==> src/rtl/spgp_pkg.sv <==
// Shared types, register codes and constant tables for the sky polar grid projection.
// Depends on nothing; every other file takes names from here by scope.
`default_nettype none

package spgp_pkg;

   localparam int SINE_TABLE_POINTS = 91;
   localparam int ROM_INDEX_WIDTH   = $clog2(SINE_TABLE_POINTS);

   localparam int CSR_INDEX_WIDTH = 3;
   localparam int CSR_DATA_WIDTH  = 8;

   localparam logic [CSR_INDEX_WIDTH-1:0] CSR_GRID_ROWS   = 3'd0;
   localparam logic [CSR_INDEX_WIDTH-1:0] CSR_GRID_COLS   = 3'd1;
   localparam logic [CSR_INDEX_WIDTH-1:0] CSR_CELL_WIDTH  = 3'd2;
   localparam logic [CSR_INDEX_WIDTH-1:0] CSR_CELL_HEIGHT = 3'd3;

   localparam logic [7:0] RESET_GRID_ROWS   = 8'd24;
   localparam logic [7:0] RESET_GRID_COLS   = 8'd48;
   localparam logic [7:0] RESET_CELL_WIDTH  = 8'd8;
   localparam logic [7:0] RESET_CELL_HEIGHT = 8'd16;
   localparam logic [7:0] MIN_GRID_SIZE     = 8'd3;

   // azimuth reduction: (az + 32768) mod 360 by reciprocal multiply
   localparam int          AZ_RECIP_SHIFT = 24;
   localparam logic [31:0] AZ_RECIP       = 32'((1 << AZ_RECIP_SHIFT) / 360 + 1);
   localparam logic [16:0] AZ_MODULUS     = 17'd360;
   localparam logic [8:0]  AZ_BIAS_REM    = 9'(32768 % 360);
   localparam logic [8:0]  AZ_BIAS_FIX    = 9'(360 - 32768 % 360);

   localparam logic [8:0] DEG_90  = 9'd90;
   localparam logic [8:0] DEG_180 = 9'd180;
   localparam logic [8:0] DEG_270 = 9'd270;
   localparam logic [8:0] DEG_360 = 9'd360;
   localparam logic [6:0] MAX_ELEVATION = 7'd90;

   localparam logic [31:0] ROUND_Q15 = 32'd16384;
   localparam logic [22:0] ROUND_DY  = 23'd16384;
   localparam logic [30:0] ROUND_DX  = 31'd4194304;

   // column radius divider: quotient bits of (half_rows*cell_height) << 8
   localparam int          DIV_NUM_WIDTH   = 23;
   localparam int          DIV_COUNT_WIDTH = $clog2(DIV_NUM_WIDTH + 1);
   localparam logic [DIV_COUNT_WIDTH-1:0] DIV_STEPS = DIV_COUNT_WIDTH'(DIV_NUM_WIDTH);

   localparam int FIFO_DEPTH      = 4;
   localparam int FIFO_PTR_WIDTH  = $clog2(FIFO_DEPTH);
   localparam int FIFO_CNT_WIDTH  = $clog2(FIFO_DEPTH + 1);

   typedef struct packed {
      logic signed [15:0] azimuth;
      logic signed [7:0]  elevation;
   } req_data_type;

   typedef struct packed {
      logic       ok;
      logic [7:0] row;
      logic [7:0] col;
      logic       located;
   } rsp_data_type;

   typedef struct packed {
      logic [7:0]  grid_rows;
      logic [7:0]  grid_cols;
      logic [6:0]  half_rows;
      logic [6:0]  half_cols;
      logic [14:0] col_radius;
      logic        valid;
      logic        ready;
   } cfg_type;

   typedef struct packed {
      logic                       el_ok;
      logic                       located;
      logic                       sin_neg;
      logic                       cos_neg;
      logic [ROM_INDEX_WIDTH-1:0] sin_idx;
      logic [ROM_INDEX_WIDTH-1:0] cos_idx;
      logic [ROM_INDEX_WIDTH-1:0] scale_idx;
   } item_type;

   typedef logic [15:0] rom_type [SINE_TABLE_POINTS];

   localparam rom_type SINE_ROM = '{
          16'd0,   16'd572,  16'd1144,  16'd1715,  16'd2286,
       16'd2856,  16'd3425,  16'd3993,  16'd4560,  16'd5126,
       16'd5690,  16'd6252,  16'd6813,  16'd7371,  16'd7927,
       16'd8481,  16'd9032,  16'd9580, 16'd10126, 16'd10668,
      16'd11207, 16'd11743, 16'd12275, 16'd12803, 16'd13328,
      16'd13848, 16'd14365, 16'd14876, 16'd15384, 16'd15886,
      16'd16384, 16'd16877, 16'd17364, 16'd17847, 16'd18324,
      16'd18795, 16'd19261, 16'd19720, 16'd20174, 16'd20622,
      16'd21063, 16'd21498, 16'd21926, 16'd22348, 16'd22763,
      16'd23170, 16'd23571, 16'd23965, 16'd24351, 16'd24730,
      16'd25102, 16'd25466, 16'd25822, 16'd26170, 16'd26510,
      16'd26842, 16'd27166, 16'd27482, 16'd27789, 16'd28088,
      16'd28378, 16'd28660, 16'd28932, 16'd29197, 16'd29452,
      16'd29698, 16'd29935, 16'd30163, 16'd30382, 16'd30592,
      16'd30792, 16'd30983, 16'd31164, 16'd31336, 16'd31499,
      16'd31651, 16'd31795, 16'd31928, 16'd32052, 16'd32166,
      16'd32270, 16'd32365, 16'd32449, 16'd32524, 16'd32588,
      16'd32643, 16'd32688, 16'd32723, 16'd32751, 16'd32763,
      16'd32768
   };

   function automatic rom_type build_scale_rom();
      rom_type t;
      for (int i = 0; i < SINE_TABLE_POINTS; i++) begin
         t[i] = 16'((i * 65536 + 90) / 180);
      end
      return t;
   endfunction

   // radius scale for (90 - elevation), Q1.15
   localparam rom_type SCALE_ROM = build_scale_rom();

endpackage

`default_nettype wire

==> src/rtl/spgp_csr.sv <==
// Configuration registers and the bit-serial divider for the column radius.
// Depends on spgp_pkg.
`default_nettype none

module spgp_csr (
   input  wire                                    clock,
   input  wire                                    reset,
   input  wire                                    csr_we,
   input  wire  [spgp_pkg::CSR_INDEX_WIDTH-1:0]   csr_index,
   input  wire  [spgp_pkg::CSR_DATA_WIDTH-1:0]    csr_wdata,
   output spgp_pkg::cfg_type                      cfg
);

   logic [7:0] rows_ff, cols_ff, cw_ff, ch_ff;
   logic       pend_ff, busy_ff;
   logic [spgp_pkg::DIV_COUNT_WIDTH-1:0] cnt_ff;
   logic [spgp_pkg::DIV_NUM_WIDTH-1:0]   num_ff;
   logic [7:0]  rem_ff;
   logic [14:0] rc_ff;

   logic [6:0]  half_rows, half_cols;
   logic [14:0] span_rows, span_cols;
   logic        capped;
   logic [8:0]  rem_shift;
   logic        fits;
   logic [7:0]  rem_in;

   assign half_rows = rows_ff[7:1];
   assign half_cols = cols_ff[7:1];
   assign span_rows = 15'(half_rows) * 15'(ch_ff);
   assign span_cols = 15'(half_cols) * 15'(cw_ff);
   assign capped    = span_rows > span_cols;

   assign rem_shift = {rem_ff, num_ff[spgp_pkg::DIV_NUM_WIDTH-1]};
   assign fits      = rem_shift >= {1'b0, cw_ff};
   assign rem_in    = fits ? 8'(rem_shift - {1'b0, cw_ff}) : rem_shift[7:0];

   always_ff @(posedge clock) begin
      if (reset) begin
         rows_ff <= spgp_pkg::RESET_GRID_ROWS;
         cols_ff <= spgp_pkg::RESET_GRID_COLS;
         cw_ff   <= spgp_pkg::RESET_CELL_WIDTH;
         ch_ff   <= spgp_pkg::RESET_CELL_HEIGHT;
      end else if (csr_we) begin
         case (csr_index)
            spgp_pkg::CSR_GRID_ROWS:   rows_ff <= csr_wdata;
            spgp_pkg::CSR_GRID_COLS:   cols_ff <= csr_wdata;
            spgp_pkg::CSR_CELL_WIDTH:  cw_ff   <= csr_wdata;
            spgp_pkg::CSR_CELL_HEIGHT: ch_ff   <= csr_wdata;
            default: ;
         endcase
      end
   end

   // restart the division on every write
   always_ff @(posedge clock) begin
      if (reset) begin
         pend_ff <= 1'b1;
         busy_ff <= 1'b0;
         cnt_ff  <= '0;
      end else if (csr_we) begin
         pend_ff <= 1'b1;
         busy_ff <= 1'b0;
      end else if (pend_ff) begin
         pend_ff <= 1'b0;
         busy_ff <= 1'b1;
         cnt_ff  <= spgp_pkg::DIV_STEPS;
         num_ff  <= {span_rows, 8'b0};
         rem_ff  <= '0;
      end else if (busy_ff) begin
         if (cnt_ff != '0) begin
            cnt_ff <= cnt_ff - 1'b1;
            rem_ff <= rem_in;
            num_ff <= {num_ff[spgp_pkg::DIV_NUM_WIDTH-2:0], fits};
         end else begin
            busy_ff <= 1'b0;
            rc_ff   <= capped ? {half_cols, 8'b0} : num_ff[14:0];
         end
      end
   end

   always_comb begin
      cfg.grid_rows  = rows_ff;
      cfg.grid_cols  = cols_ff;
      cfg.half_rows  = half_rows;
      cfg.half_cols  = half_cols;
      cfg.col_radius = rc_ff;
      cfg.valid      = (rows_ff >= spgp_pkg::MIN_GRID_SIZE) &&
                       (cols_ff >= spgp_pkg::MIN_GRID_SIZE) &&
                       (cw_ff != 8'd0) && (ch_ff != 8'd0);
      cfg.ready      = !pend_ff && !busy_ff;
   end

endmodule

`default_nettype wire

==> src/rtl/spgp_front.sv <==
// Front end: accepts a word, reduces azimuth to a quadrant and table indices.
// Depends on spgp_pkg; feeds spgp_fifo.
`default_nettype none

module spgp_front (
   input  wire                          clock,
   input  wire                          reset,
   input  wire                          req_valid,
   output logic                         req_stall,
   input  wire  spgp_pkg::req_data_type req_data,
   input  wire                          cfg_ready,
   input  wire                          fifo_full,
   output logic                         push,
   output spgp_pkg::item_type           push_item
);

   logic                valid_ff;
   logic                valid_in;
   logic [31:0]         prod_ff;
   logic [15:0]         u_ff;
   logic signed [7:0]   el_ff;
   logic                located_ff;

   logic        accept;
   logic [15:0] u_in;
   logic [7:0]  quot;
   logic [16:0] quot_mul;
   logic [8:0]  rem, ang;
   logic        el_ok;
   logic [8:0]  s_idx, c_idx;
   logic        s_neg, c_neg;

   assign req_stall = !cfg_ready || (valid_ff && fifo_full);
   assign accept    = req_valid && !req_stall;
   assign push      = valid_ff && !fifo_full;
   assign u_in      = {~req_data.azimuth[15], req_data.azimuth[14:0]};
   assign valid_in  = accept ? 1'b1 : (push ? 1'b0 : valid_ff);

   always_ff @(posedge clock) begin
      if (reset) begin
         valid_ff <= 1'b0;
      end else begin
         valid_ff <= valid_in;
      end
   end

   always_ff @(posedge clock) begin
      if (accept) begin
         prod_ff    <= 32'(u_in) * spgp_pkg::AZ_RECIP;
         u_ff       <= u_in;
         el_ff      <= req_data.elevation;
         located_ff <= (req_data.azimuth != 16'sd0) || (req_data.elevation != 8'sd0);
      end
   end

   always_comb begin
      quot     = 8'(prod_ff >> spgp_pkg::AZ_RECIP_SHIFT);
      quot_mul = 17'(quot) * spgp_pkg::AZ_MODULUS;
      rem      = 9'(17'(u_ff) - quot_mul);
      ang      = (rem >= spgp_pkg::AZ_BIAS_REM) ? rem - spgp_pkg::AZ_BIAS_REM
                                                 : rem + spgp_pkg::AZ_BIAS_FIX;
      if (ang <= spgp_pkg::DEG_90) begin
         s_idx = ang;
         c_idx = spgp_pkg::DEG_90 - ang;
         s_neg = 1'b0;
         c_neg = 1'b0;
      end else if (ang <= spgp_pkg::DEG_180) begin
         s_idx = spgp_pkg::DEG_180 - ang;
         c_idx = ang - spgp_pkg::DEG_90;
         s_neg = 1'b0;
         c_neg = 1'b1;
      end else if (ang <= spgp_pkg::DEG_270) begin
         s_idx = ang - spgp_pkg::DEG_180;
         c_idx = spgp_pkg::DEG_270 - ang;
         s_neg = 1'b1;
         c_neg = 1'b1;
      end else begin
         s_idx = spgp_pkg::DEG_360 - ang;
         c_idx = ang - spgp_pkg::DEG_270;
         s_neg = 1'b1;
         c_neg = 1'b0;
      end
      el_ok = !el_ff[7] && (el_ff[6:0] <= spgp_pkg::MAX_ELEVATION);

      push_item.el_ok     = el_ok;
      push_item.located   = located_ff;
      push_item.sin_neg   = s_neg;
      push_item.cos_neg   = c_neg;
      push_item.sin_idx   = spgp_pkg::ROM_INDEX_WIDTH'(s_idx);
      push_item.cos_idx   = spgp_pkg::ROM_INDEX_WIDTH'(c_idx);
      push_item.scale_idx = el_ok ? spgp_pkg::ROM_INDEX_WIDTH'(spgp_pkg::MAX_ELEVATION - el_ff[6:0])
                                  : '0;
   end

endmodule

`default_nettype wire

==> src/rtl/spgp_fifo.sv <==
// Short queue of classified words between the front and back ends.
// Depends on spgp_pkg.
`default_nettype none

module spgp_fifo (
   input  wire                      clock,
   input  wire                      reset,
   input  wire                      push,
   input  wire  spgp_pkg::item_type push_item,
   output logic                     full,
   input  wire                      pop,
   output spgp_pkg::item_type       pop_item,
   output logic                     empty
);

   spgp_pkg::item_type                   mem_ff [spgp_pkg::FIFO_DEPTH];
   logic [spgp_pkg::FIFO_PTR_WIDTH-1:0]  wr_ptr_ff, rd_ptr_ff;
   logic [spgp_pkg::FIFO_CNT_WIDTH-1:0]  count_ff;
   logic                                 do_push, do_pop;

   assign full     = count_ff == spgp_pkg::FIFO_CNT_WIDTH'(spgp_pkg::FIFO_DEPTH);
   assign empty    = count_ff == '0;
   assign do_push  = push && !full;
   assign do_pop   = pop && !empty;
   assign pop_item = mem_ff[rd_ptr_ff];

   always_ff @(posedge clock) begin
      if (reset) begin
         wr_ptr_ff <= '0;
         rd_ptr_ff <= '0;
         count_ff  <= '0;
      end else begin
         if (do_push) begin
            wr_ptr_ff <= wr_ptr_ff + 1'b1;
         end
         if (do_pop) begin
            rd_ptr_ff <= rd_ptr_ff + 1'b1;
         end
         if (do_push && !do_pop) begin
            count_ff <= count_ff + 1'b1;
         end else if (do_pop && !do_push) begin
            count_ff <= count_ff - 1'b1;
         end
      end
   end

   always_ff @(posedge clock) begin
      if (do_push) begin
         mem_ff[wr_ptr_ff] <= push_item;
      end
   end

endmodule

`default_nettype wire

==> src/rtl/spgp_back.sv <==
// Back end: six-stage pipeline from table indices to a clamped grid position.
// Depends on spgp_pkg; drains spgp_fifo and drives the result port.
`default_nettype none

module spgp_back (
   input  wire                          clock,
   input  wire                          reset,
   input  wire  spgp_pkg::cfg_type      cfg,
   input  wire  spgp_pkg::item_type     pop_item,
   input  wire                          empty,
   output logic                         pop,
   output logic                         rsp_valid,
   input  wire                          rsp_stall,
   output spgp_pkg::rsp_data_type       rsp_data
);

   typedef struct packed {
      logic ok;
      logic located;
      logic sin_neg;
      logic cos_neg;
   } tag_type;

   logic v1_ff, v2_ff, v3_ff, v4_ff, v5_ff, v6_ff;
   logic go1, go2, go3, go4, go5, go6;

   tag_type     t1_ff, t2_ff, t3_ff, t4_ff, t5_ff;
   logic [15:0] smag1_ff, cmag1_ff, kq1_ff;
   logic [31:0] ps2_ff, pc2_ff;
   logic [15:0] ms3_ff, mc3_ff;
   logic [22:0] pdy4_ff;
   logic [30:0] pdx4_ff;
   logic [7:0]  dy5_ff, dx5_ff;
   spgp_pkg::rsp_data_type out_ff;

   logic signed [9:0] row_s, col_s;
   logic [7:0]        row_c, col_c;
   spgp_pkg::rsp_data_type out_in;

   assign go6 = !v6_ff || !rsp_stall;
   assign go5 = !v5_ff || go6;
   assign go4 = !v4_ff || go5;
   assign go3 = !v3_ff || go4;
   assign go2 = !v2_ff || go3;
   assign go1 = !v1_ff || go2;
   assign pop = go1 && !empty;

   always_ff @(posedge clock) begin
      if (reset) begin
         v1_ff <= 1'b0;
         v2_ff <= 1'b0;
         v3_ff <= 1'b0;
         v4_ff <= 1'b0;
         v5_ff <= 1'b0;
         v6_ff <= 1'b0;
      end else begin
         if (go1) v1_ff <= !empty;
         if (go2) v2_ff <= v1_ff;
         if (go3) v3_ff <= v2_ff;
         if (go4) v4_ff <= v3_ff;
         if (go5) v5_ff <= v4_ff;
         if (go6) v6_ff <= v5_ff;
      end
   end

   always_ff @(posedge clock) begin
      if (go1) begin
         t1_ff    <= '{ok: pop_item.el_ok && cfg.valid, located: pop_item.located,
                       sin_neg: pop_item.sin_neg, cos_neg: pop_item.cos_neg};
         smag1_ff <= spgp_pkg::SINE_ROM[pop_item.sin_idx];
         cmag1_ff <= spgp_pkg::SINE_ROM[pop_item.cos_idx];
         kq1_ff   <= spgp_pkg::SCALE_ROM[pop_item.scale_idx];
      end
      if (go2) begin
         t2_ff  <= t1_ff;
         ps2_ff <= 32'(smag1_ff) * 32'(kq1_ff);
         pc2_ff <= 32'(cmag1_ff) * 32'(kq1_ff);
      end
      if (go3) begin
         t3_ff  <= t2_ff;
         ms3_ff <= 16'((ps2_ff + spgp_pkg::ROUND_Q15) >> 15);
         mc3_ff <= 16'((pc2_ff + spgp_pkg::ROUND_Q15) >> 15);
      end
      if (go4) begin
         t4_ff   <= t3_ff;
         pdy4_ff <= 23'(32'(mc3_ff) * 32'(cfg.half_rows));
         pdx4_ff <= 31'(32'(ms3_ff) * 32'(cfg.col_radius));
      end
      if (go5) begin
         t5_ff  <= t4_ff;
         dy5_ff <= 8'((pdy4_ff + spgp_pkg::ROUND_DY) >> 15);
         dx5_ff <= 8'((pdx4_ff + spgp_pkg::ROUND_DX) >> 23);
      end
      if (go6) begin
         out_ff <= out_in;
      end
   end

   always_comb begin
      row_s = t5_ff.cos_neg ? $signed({3'b0, cfg.half_rows}) + $signed({2'b0, dy5_ff})
                            : $signed({3'b0, cfg.half_rows}) - $signed({2'b0, dy5_ff});
      col_s = t5_ff.sin_neg ? $signed({3'b0, cfg.half_cols}) - $signed({2'b0, dx5_ff})
                            : $signed({3'b0, cfg.half_cols}) + $signed({2'b0, dx5_ff});
      if (row_s < 10'sd0) begin
         row_c = 8'd0;
      end else if (row_s >= $signed({2'b0, cfg.grid_rows})) begin
         row_c = cfg.grid_rows - 8'd1;
      end else begin
         row_c = row_s[7:0];
      end
      if (col_s < 10'sd0) begin
         col_c = 8'd0;
      end else if (col_s >= $signed({2'b0, cfg.grid_cols})) begin
         col_c = cfg.grid_cols - 8'd1;
      end else begin
         col_c = col_s[7:0];
      end
      out_in.ok      = t5_ff.ok;
      out_in.row     = t5_ff.ok ? row_c : 8'd0;
      out_in.col     = t5_ff.ok ? col_c : 8'd0;
      out_in.located = t5_ff.located;
   end

   assign rsp_valid = v6_ff;
   assign rsp_data  = out_ff;

endmodule

`default_nettype wire

==> src/rtl/sky_polar_grid_projection_core.sv <==
// Sky polar grid projection: azimuth and elevation to a row and column of a character grid.
// Top level; instantiates spgp_csr, spgp_front, spgp_fifo and spgp_back, uses spgp_pkg.
//
// One result word per request word, in order, at one word per clock when neither side stalls.
// A word is registered once in the front end (azimuth reduction), passes a four-entry queue and
// takes six back-end stages. The column radius comes from a bit-serial divider giving one
// quotient bit per cycle: after reset and after every register write, req_stall stays high
// while it recomputes. Writes to an index beyond cell_height are ignored. Registers must only
// be written with the block idle.
`default_nettype none

module sky_polar_grid_projection_core (
   input  wire                                    clock,
   input  wire                                    reset,
   input  wire                                    req_valid,
   output logic                                   req_stall,
   input  wire  spgp_pkg::req_data_type           req_data,
   output logic                                   rsp_valid,
   input  wire                                    rsp_stall,
   output spgp_pkg::rsp_data_type                 rsp_data,
   input  wire                                    csr_we,
   input  wire  [spgp_pkg::CSR_INDEX_WIDTH-1:0]   csr_index,
   input  wire  [spgp_pkg::CSR_DATA_WIDTH-1:0]    csr_wdata
);

   spgp_pkg::cfg_type  cfg;
   spgp_pkg::item_type push_item, pop_item;
   logic               push, pop, fifo_full, fifo_empty;

   spgp_csr u_csr (
      .clock     (clock),
      .reset     (reset),
      .csr_we    (csr_we),
      .csr_index (csr_index),
      .csr_wdata (csr_wdata),
      .cfg       (cfg)
   );

   spgp_front u_front (
      .clock     (clock),
      .reset     (reset),
      .req_valid (req_valid),
      .req_stall (req_stall),
      .req_data  (req_data),
      .cfg_ready (cfg.ready),
      .fifo_full (fifo_full),
      .push      (push),
      .push_item (push_item)
   );

   spgp_fifo u_fifo (
      .clock     (clock),
      .reset     (reset),
      .push      (push),
      .push_item (push_item),
      .full      (fifo_full),
      .pop       (pop),
      .pop_item  (pop_item),
      .empty     (fifo_empty)
   );

   spgp_back u_back (
      .clock     (clock),
      .reset     (reset),
      .cfg       (cfg),
      .pop_item  (pop_item),
      .empty     (fifo_empty),
      .pop       (pop),
      .rsp_valid (rsp_valid),
      .rsp_stall (rsp_stall),
      .rsp_data  (rsp_data)
   );

endmodule

`default_nettype wire

==> config.mk <==
export PLATFORM = sky130hd
export DESIGN_NAME = sky_polar_grid_projection_core
export DESIGN_NICKNAME = d
export VERILOG_FILES = /design/src/rtl/spgp_pkg.sv /design/src/rtl/spgp_csr.sv /design/src/rtl/spgp_front.sv /design/src/rtl/spgp_fifo.sv /design/src/rtl/spgp_back.sv /design/src/rtl/sky_polar_grid_projection_core.sv
export SDC_FILE = /design/constraint.sdc
export NUM_CORES = 2
export LEC_CHECK = 0
export BUFFER_PORTS_ARGS = -buffer_cell sky130_fd_sc_hd__buf_2
export CORE_UTILIZATION = 40
export DETAILED_ROUTE_END_ITERATION = 10
export PLACE_DENSITY_LB_ADDON = 0.08
export SLEW_MARGIN = 20
export SYNTH_ARGS = -nofsm -noshare
export SYNTH_HDL_FRONTEND = slang
export SYNTH_SLANG_ARGS = --single-unit
==> constraint.sdc <==
create_clock -name clock -period 14.8 [get_ports clock]
set_input_delay 3.7 -clock clock [delete_from_list [all_inputs] [get_ports clock]]
set_output_delay 3.7 -clock clock [all_outputs]
set_load 0.01 [all_outputs]
# == Yosys cells after proc, flatten, opt, wreduce, memory -nomap -nowiden ==
# Memories as Yosys holds them, arrays and structs flattened. A register that Yosys moved wholly into a read port is not among the register bits.
# Cells that the tools add are included.
# op_classes
n_addsub,27
mul,8
magnitude_cmp,13
eq_ne,4
muxes,39
bitwise_logic,9
reduce_logical,59
# op_table
cell,n
$mux W23,3
$add A31 B15 Y31 const B,2
$mul A16 B16 Y31,2
$mux W7,7
$mux W8,5
$add A31 B23 Y31 const B,1
$mul A16 B15 Y31,1
$mul A16 B14 Y30 const B,1
$mul A7 B8 Y15,2
$not A7 Y8,3
$reduce_bool A8 Y1,3
$add A23 B15 Y23 const B,1
$mul A16 B7 Y23,1
$sub A7 B7 Y7 const A,3
$ge A10 B9 Y1,2
$lt A10 B1 Y1 const B,2
$mux W10,2
$add A7 B8 Y9,2
$sub A7 B8 Y9,2
$ge A8 B2 Y1 const B,2
$logic_not A1 Y1,16
$reduce_bool A16 Y1,1
$sub A8 B1 Y8 const B,2
$gt A15 B15 Y1,1
40 further kinds,92
# word_totals
reg_bits,349
mem_bits_rw,100
romBits,6144
out_inout_bits,20
word_cells,221
n_memories,4
# memory_table
memory,words,width,read_ports,rd_ports_with_merged_regs,wr,line_no,text
(name not given),128,16,1,1,0,spgp_back.sv:70,smag1_ff <= spgp_pkg::SINE_ROM[pop_item.sin_idx];
(name not given),128,16,1,1,0,spgp_back.sv:71,cmag1_ff <= spgp_pkg::SINE_ROM[pop_item.cos_idx];
(name not given),128,16,1,1,0,spgp_back.sv:72,kq1_ff <= spgp_pkg::SCALE_ROM[pop_item.scale_idx];
u_fifo.mem_ff,4,25,1,1,1,spgp_fifo.sv:16,spgp_pkg::item_type mem_ff [spgp_pkg::FIFO_DEPTH];

# == Depth between registers and ports, before layout ==
# logic_depth
word_depth,12
ltp_mapped,31

# == Hierarchy ==
# From an unflattened synthesis, not the netlist that was laid out.
# hier_totals
hier_cells,6172
area_unflattened_um2,58247.1
# by_module_without_submodules
module,n_inst,cells_each,area_per_inst_um2,seq_area_each_um2
spgp_back,1,4513,40251.1,5705.5
spgp_csr,1,867,8129.0,2162.1
spgp_front,1,613,5741.8,740.7
spgp_fifo,1,179,4125.2,3183.1

# == Least setup slack after synthesis ==
# No wires, ideal clock.
# synth_path
kind,input -> register
startpoint,input port req_data[11] (netlist name)
endpoint,register u_front.prod_ff[29] (data pin)
t_arrival_ns,8.349
required_time_ns,14.539
slack_ns,6.190
cell_stages,20
n_path_buf,0
path_cell_list,ha_1 > ha_1 > fa_1 > inv_1 > fa_1 > inv_1 > fa_1 > inv_1 > fa_1 > inv_1 > ha_1 > a21o_1 > a21oi_1 > o21ai_0 > a211oi_1 > nor3_1 > o311a_1 > o21a_1 > o21a_1 > a311o_1
# synth_between
elab_chain_len,1
# synth_rtl
element,line_no,text
"start, declared",sky_polar_grid_projection_core.sv:17,"input wire spgp_pkg::req_data_type req_data,"
$mul A16 B14 Y30,spgp_front.sv:49,prod_ff <= 32'(u_in) * spgp_pkg::AZ_RECIP;
"end signal, assigned",spgp_front.sv:49,
"end, declared",spgp_front.sv:19,logic [31:0] prod_ff;
# No other way between the ends.
# A chain may end at the register's enable or synchronous reset.

# == Worst setup path after layout ==
# layout_path
startpoint,input port req_data[13] (netlist name)
endpoint,register u_front.prod_ff[29] (data pin)
# The elaborated chain is that of the path after synthesis.

==> impl_metrics.toml <==
[status]
outcome = "finished, final reports clean"

[critical_path]
cp_slowest_stage_delay_ns = 0.48
startpoint_type = "primary input"
crit_path_end_kind = "flip-flop"
critPathKind = "in2reg"
r2r_slack_ns = 7.24
worstPathRequired_ns = 15.17
cp_data_arrival_time_ns = 8.81
cp_max_fo = 7
cp_slowest_cell = "fa_1"
cp_cell_sequence = "buf_2 > ha_1 > ha_1 > fa_1 > inv_1 > fa_1 > inv_1 > fa_1 > inv_1 > fa_1 > inv_1 > ha_1 > a21o_1 > a21oi_1 > o21ai_0 > a211oi_1 > nor3_1 > o311a_1 > o21a_1 > o21a_1 > a311o_1"

[global_routing]
grt_first_pass_wirelength_um = 238000
grt-ovfl-total = 0
grt_max_degree = 56
grt_pass1_vias = 42583
antenna_found_initial = 1
grt_use_total_pct = 21.1

[floorplan]
ios = 60
die_w_um = 377
fp.coreArea_mm2 = 0.139
start_util_pct = 40.3
row_count = 137
die_y_um = 377
dieArea_mm2 = 0.142

[yosys]
syn_avg_cell_area_um2 = 9.40
ys_seq_area_share_pct = 20.8
synthCells = 5977
ys_top_cells_by_area = "fa_1 27%, edfxtp_1 19%, ha_1 14%, inv_1 6.5%, and2_1 5.2%"
synth_edf_count = 352
synth_common_cells = "971 x inv_1, 753 x nand2_1, 749 x fa_1, 637 x ha_1, 471 x and2_1"
yosys_warnings = 0
yosys.area.top_type_share_pct = 26.7
synth_most_common_cell = "inv_1"
netlist_area_mm2 = 0.0562
ys_seq_elements = 407
synth.net_count = 7403
synth_cell_type_count = 86
async_flop_share_pct = 0
synthFlopType = "edfxtp_1"
yosys.area.top_type = "fa_1"

[sta]
finalCriticalPeriod_ns = 8.44
fmax_mhz = 118
max_slew_margin_pct = 30.1
setup_viol_count_final = 0
rsz0062_at_grt = "false"
slew_viol_final = 0
timing.setup.tns_ns = 0
tightest_slew_ns = 1.04
finalHoldViolations = 0
min_period_over_period_pct = 57.0
fin_worst_skew_ns = 0.0253

[clock_tree]
clock_latency_ns = 0.64
tritoncts = "yes"
cts_resized = 0
clk_path_buf_depth = 3
hold_buffers = 0
clk_pin_slew_ns = 0.06
htree_levels = 2
post_cts_buffers = 0
clock-sinks = 407
root_buffer = "clkbuf_16"
cts_made_buffers = 50

[place]
dp_hpwl_um = 108000
gp_congestion = 0.866
io_buffer_count = 59

[drt]
ant_nets = 0
wirelength_um = 146000
drc = 0
drt_iter0_markers = 2605
avgViaCountPerCell = 5.18
routedWlPerCell_um = 18.7
first_pass_iters = 6
vias = 40340

[worst_hold_path]
min-delay-path-class = "reg2reg"

[job]
maxCapViolations = 0

[finish]
final_nets = 7303
fill_cells = 13707
layout-drive-gt1-share_pct = 5.05
area_growth_pct = 6.72
-- final timing paths --
path                                        start                  end  cells after the start
worst max-delay path                 req_data[13]  u_front.prod_ff[29]                     21
worst min-delay path              u_back.t4_ff[3]    u_back.out_in[17]                      0
worst max register to register  u_back.ms3_ff[10]   u_back.pdx4_ff[30]                     25
worst min register to register    u_back.t4_ff[3]    u_back.out_in[17]                      0
-- cell families (layout without fill, tap and decap cells) --
logic type      after synthesis  after routing  share of synthesized area [%]
mux                          91             91                           2.04
buf+inv                    1253           1194                           8.49
flops                       407            407                           20.8
simple gates               1841           1841                           15.6
compound gates              800            800                           9.14
other cells                   0              1                              0
xor+xnor                    199            199                           3.13
fa+ha+maj                  1386           1386                           40.9
-- layout by cell type (no fill, tap or decap), types with 51 or more instances in the layout --
cell type / n
a21o_1: 68
a21oi_1: 244
and2_1: 470
buf_2: 59
buf_4: 63
clkbuf_16: 51
dfxtp_1: 53
edfxtp_1: 352
fa_1: 749
ha_1: 637
inv_1: 971
nand2_1: 751
nand3_1: 78
nor2_1: 301
nor3_1: 64
o21ai_0: 152
xnor2_1: 151
-- critical path: cells and delay by family --
family                   cells  cell delay (ns)
buffers and inverters        5             0.41
adder cells (fa/ha/maj)      7             2.79
AO/OA/AOI/OAI                8             1.80
AND/OR/NAND/NOR              1             0.12
-- flip-flops by register name, indices dropped and copies added, names as in the netlist, 9 cells and up, named ones only --
name,flops
u_fifo.mem_ff,96
u_back.mc3_ff,16
u_back.pdy4_ff,9
u_back.rsp_data,18
u_front.u_ff,9
u_csr.rc_ff,15
u_back.ps2_ff,17
u_back.smag1_ff,16
u_back.kq1_ff,16
u_csr.num_ff,23
u_back.pc2_ff,17
u_back.pdx4_ff,9
u_back.ms3_ff,16
u_back.cmag1_ff,16
-- final cells by class --
| cell class | instances | area, um2 | share of cell area (%) |
|---|---|---|---|
| tap | 1876 | 2350 | 3.91 |
| inverter | 979 | 3680 | 6.14 |
| antenna | 1 | 2.50 | 0.00417 |
| clock buffer | 59 | 1320 | 2.20 |
| timing repair buffer | 122 | 768 | 1.28 |
| multi-input combinational | 4317 | 39800 | 66.4 |
| sequential | 407 | 11700 | 19.5 |
| clock inverter | 34 | 383 | 0.639 |
-- metrics by stage --
step	area [um2]	setup WS (ns)	cells	hold WS [ns]	util [%]
2_1_floorplan	56200	6.19	5977	0.400	-
3_3_place_gp	58300	5.72	7701	0.403	41.8
3_5_place_dp	58300	5.68	7701	0.405	41.8
4_1_cts	60000	6.38	7794	0.419	43.0
5_1_grt	60000	6.15	7794	0.424	43.0
6_report	60000	6.36	7795	0.419	43.0
-- metal layers --
layer / part of all wire (%) / global-route usage (%) / vias to the layer above
met5: 0 / 0 / -
met4: 1.6 / 4.16 / 0
met3: 4.0 / 1.93 / 159
met2: 47 / 35.0 / 842
met1: 47 / 30.0 / 20176
li1: - / - / 19163
Power is not shown: default switching activity piles up to over one toggle a cycle in this logic, so the estimate is an artifact.
